`config.mk`:
```
export PLATFORM = sky130hd
export DESIGN_NAME = ert_mem
export DESIGN_NICKNAME = d
export VERILOG_FILES = /design/src/design/ert_pkg.sv /design/src/design/ert_mem.sv
export SDC_FILE = /design/constraint.sdc
export NUM_CORES = 2
export LEC_CHECK = 0
export BUFFER_PORTS_ARGS = -buffer_cell sky130_fd_sc_hd__buf_2
export CORE_ASPECT_RATIO = 1.2
export CORE_UTILIZATION = 50
export DETAILED_ROUTE_END_ITERATION = 8
export MAX_ROUTING_LAYER = met4
export PLACE_DENSITY = 0.75
export REMOVE_ABC_BUFFERS = 1
export SKIP_LAST_GASP = 1
export SYNTH_ARGS = -nofsm -noshare
export SYNTH_HDL_FRONTEND = slang
export SYNTH_MEMORY_MAX_BITS = 65536
export SYNTH_SLANG_ARGS = --single-unit
```
`constraint.sdc`:
```
create_clock -name clk -period 13.2 [get_ports clk]
set_input_delay 1.32 -clock clk [delete_from_list [all_inputs] [get_ports clk]]
set_output_delay 1.32 -clock clk [all_outputs]
set_load 0.05 [all_outputs]
```
`src/design/ert_pkg.sv`:
```
`default_nettype none

package ert_pkg;

	localparam int ENTRIES     = 32;
	localparam int LABEL_BITS  = 16;
	localparam int MAX_RESULTS = 32;

	localparam int VAL_W  = 64;
	localparam int TAG_W  = 16;
	localparam int LCNT_W = 6;
	localparam int IDX_W  = $clog2(ENTRIES);
	localparam int CNT_W  = $clog2(ENTRIES + 1);
	localparam int NRES_W = $clog2(MAX_RESULTS + 1);
	// Labels are masked to LABEL_BITS and then to the 16-bit tag port.
	localparam int LBL_W  = (LABEL_BITS < TAG_W) ? LABEL_BITS : TAG_W;

	typedef logic [1:0] req_t;
	localparam req_t REQ_INS = 2'd0;
	localparam req_t REQ_VAL = 2'd1;
	localparam req_t REQ_LBL = 2'd2;

	typedef struct packed {
		logic [VAL_W-1:0] low;
		logic [VAL_W-1:0] high;
		logic [LBL_W-1:0] label;
		logic             single;
	} entry_t;

	typedef struct packed {
		logic a_le_b;
		logic b_le_c;
		logic a_eq_b;
		logic lbl_eq;
	} cmp_t;

	typedef enum logic [5:0] {
		S_IDLE     = 6'b000001,
		S_INS_SCAN = 6'b000010,
		S_INS_WR   = 6'b000100,
		S_FWD      = 6'b001000,
		S_REV      = 6'b010000,
		S_LBL      = 6'b100000
	} state_t;

endpackage

`default_nettype wire

```
`src/design/ert_mem.sv`:
```
`default_nettype none

module ert_mem (
	input  wire logic                      clk,
	input  wire logic                      we,
	input  wire logic [ert_pkg::IDX_W-1:0] waddr,
	input  wire ert_pkg::entry_t           wdata,
	input  wire logic [ert_pkg::IDX_W-1:0] raddr,
	output ert_pkg::entry_t                rdata
);

	ert_pkg::entry_t mem_q [ert_pkg::ENTRIES];
	ert_pkg::entry_t rdata_q;

	always_ff @(posedge clk) begin
		if (we) begin
			mem_q[waddr] <= wdata;
		end
		rdata_q <= mem_q[raddr];
	end

	assign rdata = rdata_q;

endmodule

`default_nettype wire

```
After elaboration in Yosys (flattened, before gate mapping)
Memory sizes are Yosys's and may differ from the RTL's. A register that Yosys moved wholly into a read port is not among the register bits.
Index checks and enable logic that the tools add are counted.
Word-level totals
  register bits: 0
  bits in writable memories: 4640
  input bits: 157
  output and inout bits: 145
  memories kept: 1
Operators by class
  multiplexer cells: 2
Memories
  mem_q: words 32, width 145, rd ports 1, clocked after Yosys merged registers in 1, write ports 1, line ert_mem.sv:12  | ert_pkg::entry_t mem_q [ert_pkg::ENTRIES];
Operator list (number)
  1-bit 2-to-1 mux: 2

Logic depth before layout (Yosys ltp)
  depth in word-level cells: 2
  mapped depth: 9
  mapped depth without buffers: 4

Worst setup path after synthesis
OpenSTA, ideal clock, no wires.
  path type: input to register
  start point: input waddr[1] (netlist bit)
  end point: memory mem_q[12][0] (netlist bit) (enable)
  library setup time: 0.652 ns
  arrival: 8.004 ns
  required time: 12.548 ns
  path slack: 4.544 ns
  stages on the path: 3
  path buffers: 1
  cell sequence: or3b_2 clkbuf_1 nor2_1
RTL lines
  from (decl): line ert_mem.sv:6  | input wire logic [ert_pkg::IDX_W-1:0] waddr,
  to (decl): line ert_mem.sv:12
Straight into the memory's write port.

==> reports/results.txt <==
status: finished, final reports clean
postcts setup bufs: 0
Routed WL: 450300 um
total gr overflow: 0
top-area cell type share of the netlist area: 0.7909
total number of yosys warnings: 0
top cells by area, synth: edfxtp_1 (79%), mux4_2 (13%), dfxtp_1 (1.6%)
share of flip-flops with an asynchronous set or reset: 0
setup ws final: 8423 ps
Worst Hold Class: reg -> reg
sw frac: 0.2133
die area: 0.3547 sq mm
Worst Path Required: 14110 ps
final hold violations: 0
Reg clk slew, reported paths: 70 ps
Max Clock Freq: 0.2093 GHz
Final Non-Filler Cells: 13020
RSZ-0062 raised after global routing: false
gr usage total: 0.2605
Comb power frac: 0.050
Critical Path AT: 5690 ps
port bufs: 301
Internal Pwr Total: 24520 uW
Slew headroom: 0.1341
max cap viols: 0
largest net degree at the start of global routing: 144
CP endpoint kind: register
drt drc: 0
pre-CTS WS: 7463 ps
Final #Nets: 8061
Num CTS Buffers: 427
synth unique cells: 26
Die Y: 652.2 um
fin area: 0.1978 sq mm
Sw Pwr: 6647 uW
fin crit share: 0.3619
Synth area leader: edfxtp_1
Wirelength per Cell: 34.60 um
VDD IR max: 114.5 uV
vias in the first global route: 85730
Final ANT Viol Nets: 0
crit path kind: in -> reg
FF+latch area: 0.1422 sq mm
placer congestion estimate: 0.7711
clock network latency to the later pin of the worst-skew pair: 1020 ps
CTS tree: yes
clk sinks: 4785
Clk pwr share: 0.405
Critical Path Start Type: primary input
CP Max Fanout: 90
area occupied by multi-input gates: 0.03203 sq mm
Synth Register Bits: 4785
Avg Inst Size Synth: 23.78 sq um
fillers: 24320
DP HPWL: 209900 um
Seq/Total Area, Yosys: 0.8074
CTS Hold Buffers Added: 0
first-pass GRT wire length: 631800 um
Slew @ Worst Pin: 1287 ps
placed cells: 12160
count leader, synth: edfxtp_1
Initial Util: 0.5026
P_leak: 0.06168 uW
share of layout cells above drive strength 1: 0.2633
H-tree level count: 5
Post-Syn Area: 0.1762 sq mm
core area: 0.3505 sq mm
Final min period: 4777 ps
Power Total: 31170 uW
Final Skew: 65.34 ps
FP Rows: 238
Area Growth Syn to Fin: 12.29%
post-cts resize count: 0
First DRT Iteration DRCs: 12370
CTS Buffer Depth: 4
Die X: 543.9 um
via density per instance: 6.507
initial antenna violation count: 100
Post-Route Setup TNS: 0 ps
placed cell areas: 0.1834 sq mm
sequential fraction of design power: 0.545
final slew viol count: 0
EDFF count, synth: 4640
Final setup viols: 0
synth cell count leaders: edfxtp_1 (4640), mux4_2 (1028), o22ai_1 (448), mux2i_1 (264), a22oi_1 (198)
I/O pins: 302
TritonRoute pass-1 iters: 6
top_reg_cell synth: edfxtp_1
Cells after Synth: 7409
clock root buffer master: clkbuf_16
via count: 84690
Power Dens Cells: 157.6 mW/mm^2
-- final cells by class --
| type | instances | share of cell area |
|---|---|---|
| multi-input cells | 2213 | 0.1619 |
| repair buffers | 477 | 0.01666 |
| clock buffers | 550 | 0.05796 |
| flip-flops and latches | 4785 | 0.7191 |
| diodes | 73 | 0.0009235 |
| well taps | 4680 | 0.02960 |
| clock inverters | 237 | 0.01386 |
-- registers in the layout, summed over array words and instances, names as in the netlist --
register,flops
mem_q,4640
rdata,145
-- worst max-delay path, cell delays in order --
cell and delay [ps]:
buf_12 410, buf_4 850, buf_12 510, buf_12 640, mux4_2 380, o22ai_1 90, nor4_1 600, buf_4 210
-- layout by cell type, fill, tap and decap left out, drive strengths merged --
| cell type | netlist | layout |
|---|---|---|
| and3 | 1 | 1 |
| o22ai | 448 | 448 |
| nand4 | 33 | 33 |
| or2 | 1 | 1 |
| nand2b | 1 | 1 |
| clkinv | 0 | 160 |
| nand3 | 69 | 69 |
| nor4 | 112 | 112 |
| nor2b | 3 | 3 |
| bufinv | 0 | 49 |
| or3b | 4 | 4 |
| nand3b | 6 | 6 |
| a22oi | 198 | 198 |
| nand2 | 4 | 4 |
| or3 | 2 | 2 |
| nor3b | 1 | 1 |
| mux2i | 264 | 264 |
| edfxtp | 4640 | 4640 |
| and2 | 1 | 1 |
| and3b | 1 | 1 |
| buf | 301 | 477 |
| nor2 | 36 | 36 |
| clkbuf | 110 | 550 |
| clkinvlp | 0 | 7 |
| dfxtp | 145 | 145 |
| inv | 0 | 21 |
| mux4 | 1028 | 1028 |
| diode | 0 | 73 |
-- metal layers --
layer,share of wire,vias up,global-route usage
li1,-,33130,-
met2,0.49,5930,0.4122
met1,0.36,44800,0.3419
met3,0.12,830,0.05391
met4,0.031,0,0.08089
met5,0,-,-
-- path summary, 6_finish.rpt --
path	from	depth (start not counted)	slack, ps	end
worst min-delay path	mem_q[30][107]$_DFFE_PP_	3	700	rdata[107]$_DFF_P_
worst max register to register	mem_q[31][71]$_DFFE_PP_	3	11170	rdata[71]$_DFF_P_
worst max-delay path	raddr[0]	8	8420	rdata[95]$_DFF_P_
worst min register to register	mem_q[30][107]$_DFFE_PP_	3	700	rdata[107]$_DFF_P_
-- power by group through the flow --
stage	clock (uW)	combinational, uW	sequential (uW)
after floorplan	0	572	17500
after global placement	0	1500	17300
after detailed placement	0	1530	17300
after CTS	12700	1550	17000
after global routing	13300	1620	17000
final	12600	1540	17000
-- cells by family (layout without fill, tap and decap cells) --
| kind of cell | Yosys count | count (layout) | share of synthesized area |
|---|---|---|---|
| other | 0 | 73 | 0 |
| AOI/OAI and AO/OA | 646 | 646 | 0.02435 |
| and+or+nand+nor | 275 | 275 | 0.008828 |
| muxes | 1292 | 1292 | 0.1464 |
| DFF | 4785 | 4785 | 0.8074 |
| buffers and inverters | 411 | 1264 | 0.01298 |
-- per-stage QoR --
| stage | hold slack, ps | util |
|---|---|---|
| global route | 728.6 | 0.5642 |
| floorplan | 647.2 | - |
| finish | 699.1 | 0.5644 |
| global placement | 687.1 | 0.5233 |
| CTS | 698.4 | 0.5638 |
| detailed placement | 686.6 | 0.5233 |
Power figures use the tool's default switching activity.
