### src/design/ert_pkg.sv
`default_nettype none

package ert_pkg;

	localparam int ENTRIES     = 32;
	localparam int LABEL_BITS  = 16;
	localparam int MAX_RESULTS = 32;

	localparam int VAL_W  = 64;
	localparam int TAG_W  = 16;
	localparam int LCNT_W = 6;
	localparam int IDX_W  = $clog2(ENTRIES);
	localparam int CNT_W  = $clog2(ENTRIES + 1);
	localparam int NRES_W = $clog2(MAX_RESULTS + 1);
	// Labels are masked to LABEL_BITS and then to the 16-bit tag port.
	localparam int LBL_W  = (LABEL_BITS < TAG_W) ? LABEL_BITS : TAG_W;

	typedef logic [1:0] req_t;
	localparam req_t REQ_INS = 2'd0;
	localparam req_t REQ_VAL = 2'd1;
	localparam req_t REQ_LBL = 2'd2;

	typedef struct packed {
		logic [VAL_W-1:0] low;
		logic [VAL_W-1:0] high;
		logic [LBL_W-1:0] label;
		logic             single;
	} entry_t;

	typedef struct packed {
		logic a_le_b;
		logic b_le_c;
		logic a_eq_b;
		logic lbl_eq;
	} cmp_t;

	typedef enum logic [5:0] {
		S_IDLE     = 6'b000001,
		S_INS_SCAN = 6'b000010,
		S_INS_WR   = 6'b000100,
		S_FWD      = 6'b001000,
		S_REV      = 6'b010000,
		S_LBL      = 6'b100000
	} state_t;

endpackage

`default_nettype wire

### src/design/ert_match.sv
`default_nettype none

module ert_match (
	input  wire logic                      mode,
	input  wire logic [ert_pkg::VAL_W-1:0] op_a,
	input  wire logic [ert_pkg::VAL_W-1:0] op_b,
	input  wire logic [ert_pkg::VAL_W-1:0] op_c,
	input  wire logic [ert_pkg::LBL_W-1:0] lbl_x,
	input  wire logic [ert_pkg::LBL_W-1:0] lbl_y,
	output ert_pkg::cmp_t                  cmp
);

	logic [ert_pkg::VAL_W-1:0] a_b;
	logic [ert_pkg::VAL_W-1:0] b_b;
	logic [ert_pkg::VAL_W-1:0] c_b;

	// Flipping the sign bit turns a two's complement order into an unsigned one.
	always_comb begin
		a_b = {op_a[ert_pkg::VAL_W-1] ^ mode, op_a[ert_pkg::VAL_W-2:0]};
		b_b = {op_b[ert_pkg::VAL_W-1] ^ mode, op_b[ert_pkg::VAL_W-2:0]};
		c_b = {op_c[ert_pkg::VAL_W-1] ^ mode, op_c[ert_pkg::VAL_W-2:0]};
		cmp.a_le_b = (a_b <= b_b);
		cmp.b_le_c = (b_b <= c_b);
		cmp.a_eq_b = (op_a == op_b);
		cmp.lbl_eq = (lbl_x == lbl_y);
	end

endmodule

`default_nettype wire

### config.mk
export PLATFORM = sky130hd
export DESIGN_NAME = ert_match
export DESIGN_NICKNAME = d
export VERILOG_FILES = /design/src/design/ert_pkg.sv /design/src/design/ert_match.sv
export SDC_FILE = /design/constraint.sdc
export NUM_CORES = 1
export LEC_CHECK = 0
export BUFFER_PORTS_ARGS = -buffer_cell sky130_fd_sc_hd__buf_2
export CAP_MARGIN = 20
export CORE_MARGIN = 3
export CORE_UTILIZATION = 35
export DETAILED_ROUTE_END_ITERATION = 16
export PLACE_DENSITY = 0.68
export SLEW_MARGIN = 25
export SYNTH_ARGS = -nofsm -noshare
export SYNTH_HDL_FRONTEND = slang
export SYNTH_SLANG_ARGS = --single-unit
### constraint.sdc
create_clock -name vclk -period 2.9
set_clock_uncertainty 0.1 [all_clocks]
set_input_delay 0.29 -clock vclk [all_inputs]
set_output_delay 0.29 -clock vclk [all_outputs]
set_load 0.03 [all_outputs]
After elaboration in Yosys (flattened, before gate mapping)

Index checks and enable logic that the tools add are counted.

Bits in registers: 0
Output and inout bits: 4
Word-level logic and storage cells: 7
Input port bits: 225

Eq/ne operators: 2
Order comparisons: 2
Bitwise gates (word level): 3

Operators with widths:

| cell                            | number |
|---|---|
| less-or-equal comparator 64 bit | 2 |
| == test 64 bit                  | 1 |
| == test 16 bit                  | 1 |
| bitwise XOR 1 bit               | 3 |

Logic depth before layout (Yosys ltp)

Gate-level depths: netlist of run 1.

Depth after elaboration: 2
Mapped depth: 8
Mapped depth without buffers: 8

Worst setup path before layout of run 1

No wires, ideal clock.

Kind: input to output
Start: input port op_b[26] in the netlist's numbering
End: output port cmp[3] in the netlist's numbering
Cell stages on the path: 7
Data arrival time: 2900 ps
Buffers on the path: 0
Path slack: -390 ps
Data required time: 2510 ps
Cell sequence: inv_1 -> ha_1 -> and4_1 -> nand4_1 -> or4_1 -> nor4_1 -> o21bai_1

RTL lines:

| element            | line            | RTL |
|---|---|---|
| start: declaration | ert_match.sv:6  | `input wire logic [ert_pkg::VAL_W-1:0] op_b,` |
| end: declaration   | ert_match.sv:10 | `output ert_pkg::cmp_t cmp` |

==> flow_summary.yaml, run 1 <==
min_path:
  whs_endpoint: "cmp[0]"
  worstHoldPathCells: 5
  hold_class: "input port to output pin"
  min_from: "lbl_x[6]"
power:
  combPwrFrac_pct: 100.0
  p_sw_w: 0.0003072
  powerDensity_mw_per_mm2: 129.0
  power.leakage_nw: 3.046
  clkPwrFrac_pct: 0
  pwr-share-seq_pct: 0
  p_int_w: 0.0003102
  swShare_pct: 49.76
  ir_drop_v: 0.00007073
detailed_routing:
  drc: 0
  drt-vias-per-instance: 4.815
  num_vias: 4049
  drt_first_iter_violations: 84
  wire_per_inst_um: 12.45
  first_pass_iters: 4
  ant_nets: 0
  wirelength_mm: 10.47
global_route:
  grt_max_degree: 5
  grt_pass1_wl_mm: 17.36
  antenna_found_initial: 0
  grt_overflow_total: 0
  grt_pass1_vias: 4210
  grtUsageTotal_pct: 18.29
finish:
  nets: 1066
  post-route-cell-area_mm2: 0.004787
  diodes: 0
  multi_input_area_mm2: 0.002977
  seq_cells: 0
  nClkBuffers: 0
  ff_latch_area_um2: 0
  area_growth_pct: 38.82
  n_fill_cell: 964
  fin_util_pct: 50.84
  drive_gt1_share_pct: 33.29
worst_setup_path:
  worstSetupEndpointType: "output pin"
  path_class: "input port to output pin"
  critPathRequiredTime_ps: 2510
  startpoint_type: "input port"
  arrival_ps: 2450
  crit_fanout: 2
placement:
  io_buffer_count: 229
  dpl.hpwl_mm: 10.24
  dpl-instance-area_mm2: 0.004778
  place.gp.congestion: 0.8575
synth:
  ys_seq_area_share_pct: 0
  syn-num-nets: 834
  yosysUniqueCellTypes: 41
  ys.warnings.count: 0
  synth.avg_cell_area_um2: 7.154
  syn_area_mm2: 0.003448
  synth_cells: 482
clocking:
  postCtsSetupRepairBufs: 0
sta:
  slew_headroom_pct: 70.48
  fin_hold_ws_ps: 899.4
  fmax_ghz: 0.3525
  period_needed_ps: 2837
  period_share_pct: 97.82
  worst_pin_slew_ps: 439.0
  rsz0062_at_grt: "yes"
  finalSetupViolations: 0
  drv_slew: 0
  finalHoldViolations: 0
die:
  dieArea_mm2: 0.01108
  fp.dieH_um: 105.3
  start_util_pct: 36.62
  num_rows: 35
  boundaryPins: 229
  die_w_um: 105.3
  core_area_mm2: 0.009415
job:
  drv_cap: 0
outcome:
  status: "finished clean"
-- worst max-delay path, cell delays in order --
cell and delay (ps):
buf_2 90, inv_1 40, ha_1 300, nand4_1 140, or4_4 560, or4_4 450
nor4_4 170, a2111o_2 170, nand2_1 60, buf_2 180
-- cell type report --
type                       instances  share of cell area (%)
tap                              129                   3.372
timing repair buffer             230                   24.10
multi-input combinational        350                   62.18
inverter                         132                   10.35
-- what timing repair did --
| item | CTS | global route |
|---|---|---|
| gates resized for setup | 0 | 2 |
| setup endpoints to repair | 0 | 2 |
| hold buffers | 0 | 0 |
-- cells by family after synthesis --
family                     Yosys count  synth area share [%]
buffers and inverters              132                 14.37
adders and majority gates          129                 46.66
and+or+nand+nor                    101                 16.36
AOI/OAI and AO/OA                  100                 17.49
xor gates and xnor gates            19                 4.826
muxes                                1                0.2903
-- worst max-delay path by stage --
stage	startpoint	to	slack [ps]	cells past startpoint
floorplan	op_b[26]	cmp[3]	150	7
CTS	op_b[43]	cmp[2]	20	9
finish	op_c[41]	cmp[2]	60	10
detailed placement	op_b[43]	cmp[2]	30	9
global placement	op_b[43]	cmp[2]	40	9
global route	op_c[43]	cmp[2]	-50	10
-- power groups by stage --
stage               Clock (W)  Sequential (W)  Combinational (W)
floorplan                   0               0           0.000353
global placement            0               0           0.000599
detailed placement          0               0           0.000623
CTS                         0               0           0.000626
global route                0               0           0.000721
finish                      0               0           0.000617
-- through the flow --
stage | setup slack (ps) | cells | total power (W) | setup TNS [ps]
after global placement | 43.53 | 841 | 0.0005986 | 0
after floorplan | 145.5 | 482 | 0.0003528 | 0
after detailed placement | 25.43 | 841 | 0.0006234 | 0
after CTS | 23.33 | 841 | 0.0006264 | 0
final | 63.26 | 841 | 0.0006174 | 0
after global routing | -45.81 | 841 | 0.0007212 | -45.81
-- cells in the final DEF, fill, tap and decap left out, types with 3 or more instances in the layout --
| master | count |
|---|---|
| a21o_1 | 7 |
| nor4_1 | 4 |
| a21boi_0 | 4 |
| xnor2_1 | 17 |
| nand4_1 | 27 |
| a211oi_1 | 3 |
| o21ai_0 | 11 |
| and4_1 | 3 |
| buf_2 | 229 |
| nand3_1 | 14 |
| o211ai_1 | 4 |
| a21oi_1 | 53 |
| inv_1 | 132 |
| nor2b_1 | 3 |
| a221oi_1 | 4 |
| ha_1 | 127 |
| nor2_1 | 6 |
| nand2_1 | 28 |
-- cells in the mapped netlist (5+ instances only) --
cell | number | area [um2]
o21ai_0 | 11 | 55.05
nor4_1 | 5 | 31.28
a21oi_1 | 53 | 265.3
ha_1 | 127 | 1589
nand2_1 | 28 | 105.1
inv_1 | 132 | 495.5
xnor2_1 | 17 | 148.9
nand4_1 | 27 | 168.9
nor2_1 | 6 | 22.52
a21o_1 | 7 | 52.55
nand3_1 | 14 | 70.07
-- metal layers --
metal  vias up  GRT usage (%)  share of wire (%)  routed length, um
met4         0          1.874                1.1                110
met1      1741          21.17                 40               4202
met2       151          36.43                 52               5421
met5         -              0                  0                  0
met3        12          2.205                7.0                737
li1       2145              -                  -                  -
Note: power is estimated with default switching activity, not from simulation.
==> inputs of run 2 (changes only) <==
- clock period: 2.9 -> 3.11 ns (I/O delays scaled with it)
==> flow_summary.yaml, run 2 (synthesis results as in run 1) <==
worst_setup_path:
  arrival_ps: 2460
  crit_buf_inv: 2
  crit_fanout: 3
  path_delay_family: "simple AND/OR/NAND/NOR gates"
  path_common_cell: "buf_2"
  path_cells: "buf_2 > ha_1 > nand4_1 > or4_1 > or4_4 > nor4_4 > a2111o_2 > nand2_1 > buf_2"
  worstSetupEndpointType: "output pin"
  slowest_stage: "or4_1"
  cp-startpoint: "op_b[43]"
  path_class: "input port to output pin"
  max_stage_delay_ps: 570
  critPathRequiredTime_ps: 2700
  startpoint_type: "input port"
min_path:
  whs_endpoint: "cmp[0]"
  hold_class: "input port to output pin"
  worstHoldPathCells: 5
  min_from: "lbl_x[11]"
detailed_routing:
  wirelength_mm: 10.56
  dr_wl_met3_um: 720
  ant_nets: 0
  drt-vias-per-instance: 4.793
  drt_first_iter_violations: 52
  wire_per_inst_um: 12.56
  first_pass_iters: 4
  drc: 0
  met1Wirelength_mm: 4.373
  num_vias: 4031
  wl_met2_mm: 5.470
  top_layer_used: "met3"
clocking:
  ctsHoldBuffers: 0
  post_cts_resize_count: 0
  postCtsSetupRepairBufs: 0
power:
  clkPwrFrac_pct: 0
  ir_drop_v: 0.00005921
  total_power_w: 0.0005751
  combPwrFrac_pct: 100.0
  power.leakage_nw: 3.029
  pwr-share-seq_pct: 0
  powerDensity_mw_per_mm2: 120.6
  p_sw_w: 0.0002858
  swShare_pct: 49.69
  p_int_w: 0.0002893
placement:
  place.gp.congestion: 0.8595
  dpl.hpwl_mm: 10.33
  io_buffer_count: 229
  dp.cells: 841
sta:
  tns_ps: 0
  fmax_ghz: 0.3477
  drv_slew: 0
  finalHoldViolations: 0
  period_share_pct: 92.47
  fin_hold_ws_ps: 931.4
  rsz0062_at_grt: "no"
  slew_headroom_pct: 72.85
  finalSetupViolations: 0
  worst_pin_slew_ps: 403.8
  period_needed_ps: 2876
global_route:
  antenna_found_initial: 0
  grt_max_degree: 5
  grt_pass1_vias: 4010
  grtUsageTotal_pct: 17.43
  grt_overflow_total: 0
  grt_pass1_wl_mm: 16.51
finish:
  seq_cells: 0
  ff_latch_area_um2: 0
  layout_commonest_cell: "buf_2"
  diodes: 0
  instances_no_fill: 841
  drive_gt1_share_pct: 33.01
  nets: 1066
  nClkBuffers: 0
  final_cell_mix: "buf_2, inv_1, ha_1, a21oi_1, nand2_1"
  area_growth_pct: 38.32
die:
  num_rows: 35
  die_w_um: 105.3
  fp.dieH_um: 105.3
  core_area_mm2: 0.009415
  dieArea_mm2: 0.01108
  boundaryPins: 229
  start_util_pct: 36.62
outcome:
  status: "finished clean"
job:
  drv_cap: 0
## run 2: cell counts in the layout (fill, tap and decap cells not counted)
Identical to the previous run, type by type.
## run 2: worst max path at each step
stage	cells past startpoint	endpoint	slack (ps)
2_1_floorplan	7	cmp[3]	140
3_3_place_gp	9	cmp[2]	210
3_5_place_dp	9	cmp[2]	190
4_1_cts	9	cmp[2]	180
5_1_grt	9	cmp[2]	110
6_report	9	cmp[2]	230
## run 2: layout make-up
| type | count | area [um2] |
|---|---|---|
| Multi-Input combinational cell | 350 | 2959 |
| Timing Repair Buffer | 230 | 1154 |
| Inverter | 132 | 495.5 |
| Tap cell | 129 | 161.4 |
| Fill cell | 966 | 4646 |
## run 2: per-layer routing
metal | vias up | global-route usage (%)
met5 | - | 0
met4 | 0 | 0
met3 | 0 | 1.715
met2 | 146 | 35.38
met1 | 1733 | 20.58
li1 | 2152 | -
## run 2: metrics by stage
stage | utilization, % | cell area, um2 | worst slack [ps]
6_report | 50.66 | 4770 | 234.2
5_1_grt | 50.66 | 4770 | 111.7
4_1_cts | 50.66 | 4770 | 184.4
3_5_place_dp | 50.66 | 4770 | 190.7
3_3_place_gp | 50.66 | 4770 | 212.7
2_1_floorplan | - | 3455 | 139.5
## run 2: power by group through the flow
stage | logic [W] | registers [W] | clock network (W)
2_1_floorplan | 0.000328 | 0 | 0
3_3_place_gp | 0.000561 | 0 | 0
3_5_place_dp | 0.000582 | 0 | 0
4_1_cts | 0.000585 | 0 | 0
5_1_grt | 0.000665 | 0 | 0
6_report | 0.000575 | 0 | 0
==> inputs of run 3 (changes only) <==
- CELL_PAD_IN_SITES_DETAIL_PLACEMENT: unset -> 1
- CELL_PAD_IN_SITES_GLOBAL_PLACEMENT: unset -> 1
- CORE_UTILIZATION: 35 -> 29
- PLACE_DENSITY: 0.68 -> 0.83
==> flow_summary.yaml, run 3 (synthesis results as in run 1) <==
outcome:
  status: "finished clean"
power:
  powerDensity_mw_per_mm2: 125.0
  total_power_w: 0.0005985
  power.leakage_nw: 3.029
  ir_drop_v: 0.00004904
clocking:
  postCtsSetupRepairBufs: 0
  post_cts_resize_count: 0
  ctsHoldBuffers: 0
sta:
  fin_hold_ws_ps: 971.5
  rsz0062_at_grt: "no"
  period_needed_ps: 2934
  drv_slew: 0
  finalHoldViolations: 0
  period_share_pct: 94.35
  worst_pin_slew_ps: 463.6
  finalSetupViolations: 0
  tns_ps: 0
  slew_headroom_pct: 68.83
  fmax_ghz: 0.3408
finish:
  area_growth_pct: 38.82
  fin_util_pct: 41.57
  seq_cells: 0
  multi_input_area_mm2: 0.002959
  final_cell_mix: "buf_2, inv_1, ha_1, a21oi_1, nand2_1"
  nets: 1066
  ff_latch_area_um2: 0
  post-route-cell-area_mm2: 0.004787
  nClkBuffers: 0
  layout_commonest_cell: "buf_2"
  n_fill_cell: 1554
  diodes: 0
  drive_gt1_share_pct: 33.01
die:
  start_util_pct: 29.94
  fp.dieH_um: 115.0
  core_area_mm2: 0.01152
  num_rows: 39
  dieArea_mm2: 0.01324
  die_w_um: 115.0
  boundaryPins: 229
detailed_routing:
  ant_nets: 0
  wire_per_inst_um: 14.75
  first_pass_iters: 4
  num_vias: 4177
  drt_first_iter_violations: 91
  drt-vias-per-instance: 4.885
  wirelength_mm: 12.61
  drc: 0
global_route:
  grt_pass1_wl_mm: 19.78
  grt_overflow_total: 0
  grt_max_degree: 5
  grt_pass1_vias: 4600
  grtUsageTotal_pct: 17.90
  antenna_found_initial: 0
worst_setup_path:
  worstSetupEndpointType: "output pin"
  crit_fanout: 2
  arrival_ps: 2520
  path_class: "input port to output pin"
  startpoint_type: "input port"
  critPathRequiredTime_ps: 2700
job:
  drv_cap: 0
placement:
  io_buffer_count: 229
  dpl.hpwl_mm: 12.30
  place.gp.congestion: 0.8654
  dpl-instance-area_mm2: 0.004787
min_path:
  hold_class: "input port to output pin"
-- run 3: cell counts in the layout (fill, tap and decap cells not counted) --
No cell type changed its count.
-- run 3: area by class of cell --
| class | instances | share of cell area (%) |
|---|---|---|
| multi-input cells | 350 | 61.81 |
| repair buffers | 230 | 24.10 |
| inverters | 132 | 10.35 |
| well taps | 143 | 3.738 |
-- run 3: final timing paths --
check	end	startpoint	cells after the start	slack, ps
worst min-delay path	cmp[0]	lbl_x[7]	5	970
worst max-delay path	cmp[3]	op_b[35]	10	180
-- run 3: stage by stage --
stage / std cells / setup WS, ps
floorplan: 482 / 139.5
global placement: 855 / 185.4
detailed placement: 855 / 155.9
CTS: 855 / 142.3
global route: 855 / 3.933
finish: 855 / 175.6
-- run 3: critical path: stages --
cell      delay, ps
buf_2           100
inv_1            40
ha_1            280
a21oi_1         150
o21ai_1          90
a221oi_1        450
o32ai_1         160
or4_1           570
o21bai_1        160
buf_2           220
-- run 3: per-layer routing --
metal	global-route usage [%]	part of all wire (%)	wire length, um
met1	20.28	40	5006
met2	36.69	53	6711
met3	1.947	6.2	776
met4	1.330	0.95	120
met5	0	0	0
-- run 3: report_power, final --
part | internal, W | leakage (nW) | switching, W
Sequential | 0 | 0 | 0
Clock | 0 | 0 | 0
Combinational | 0.000293 | 3.03 | 0.000306
Total | 0.000293 | 3.03 | 0.000306
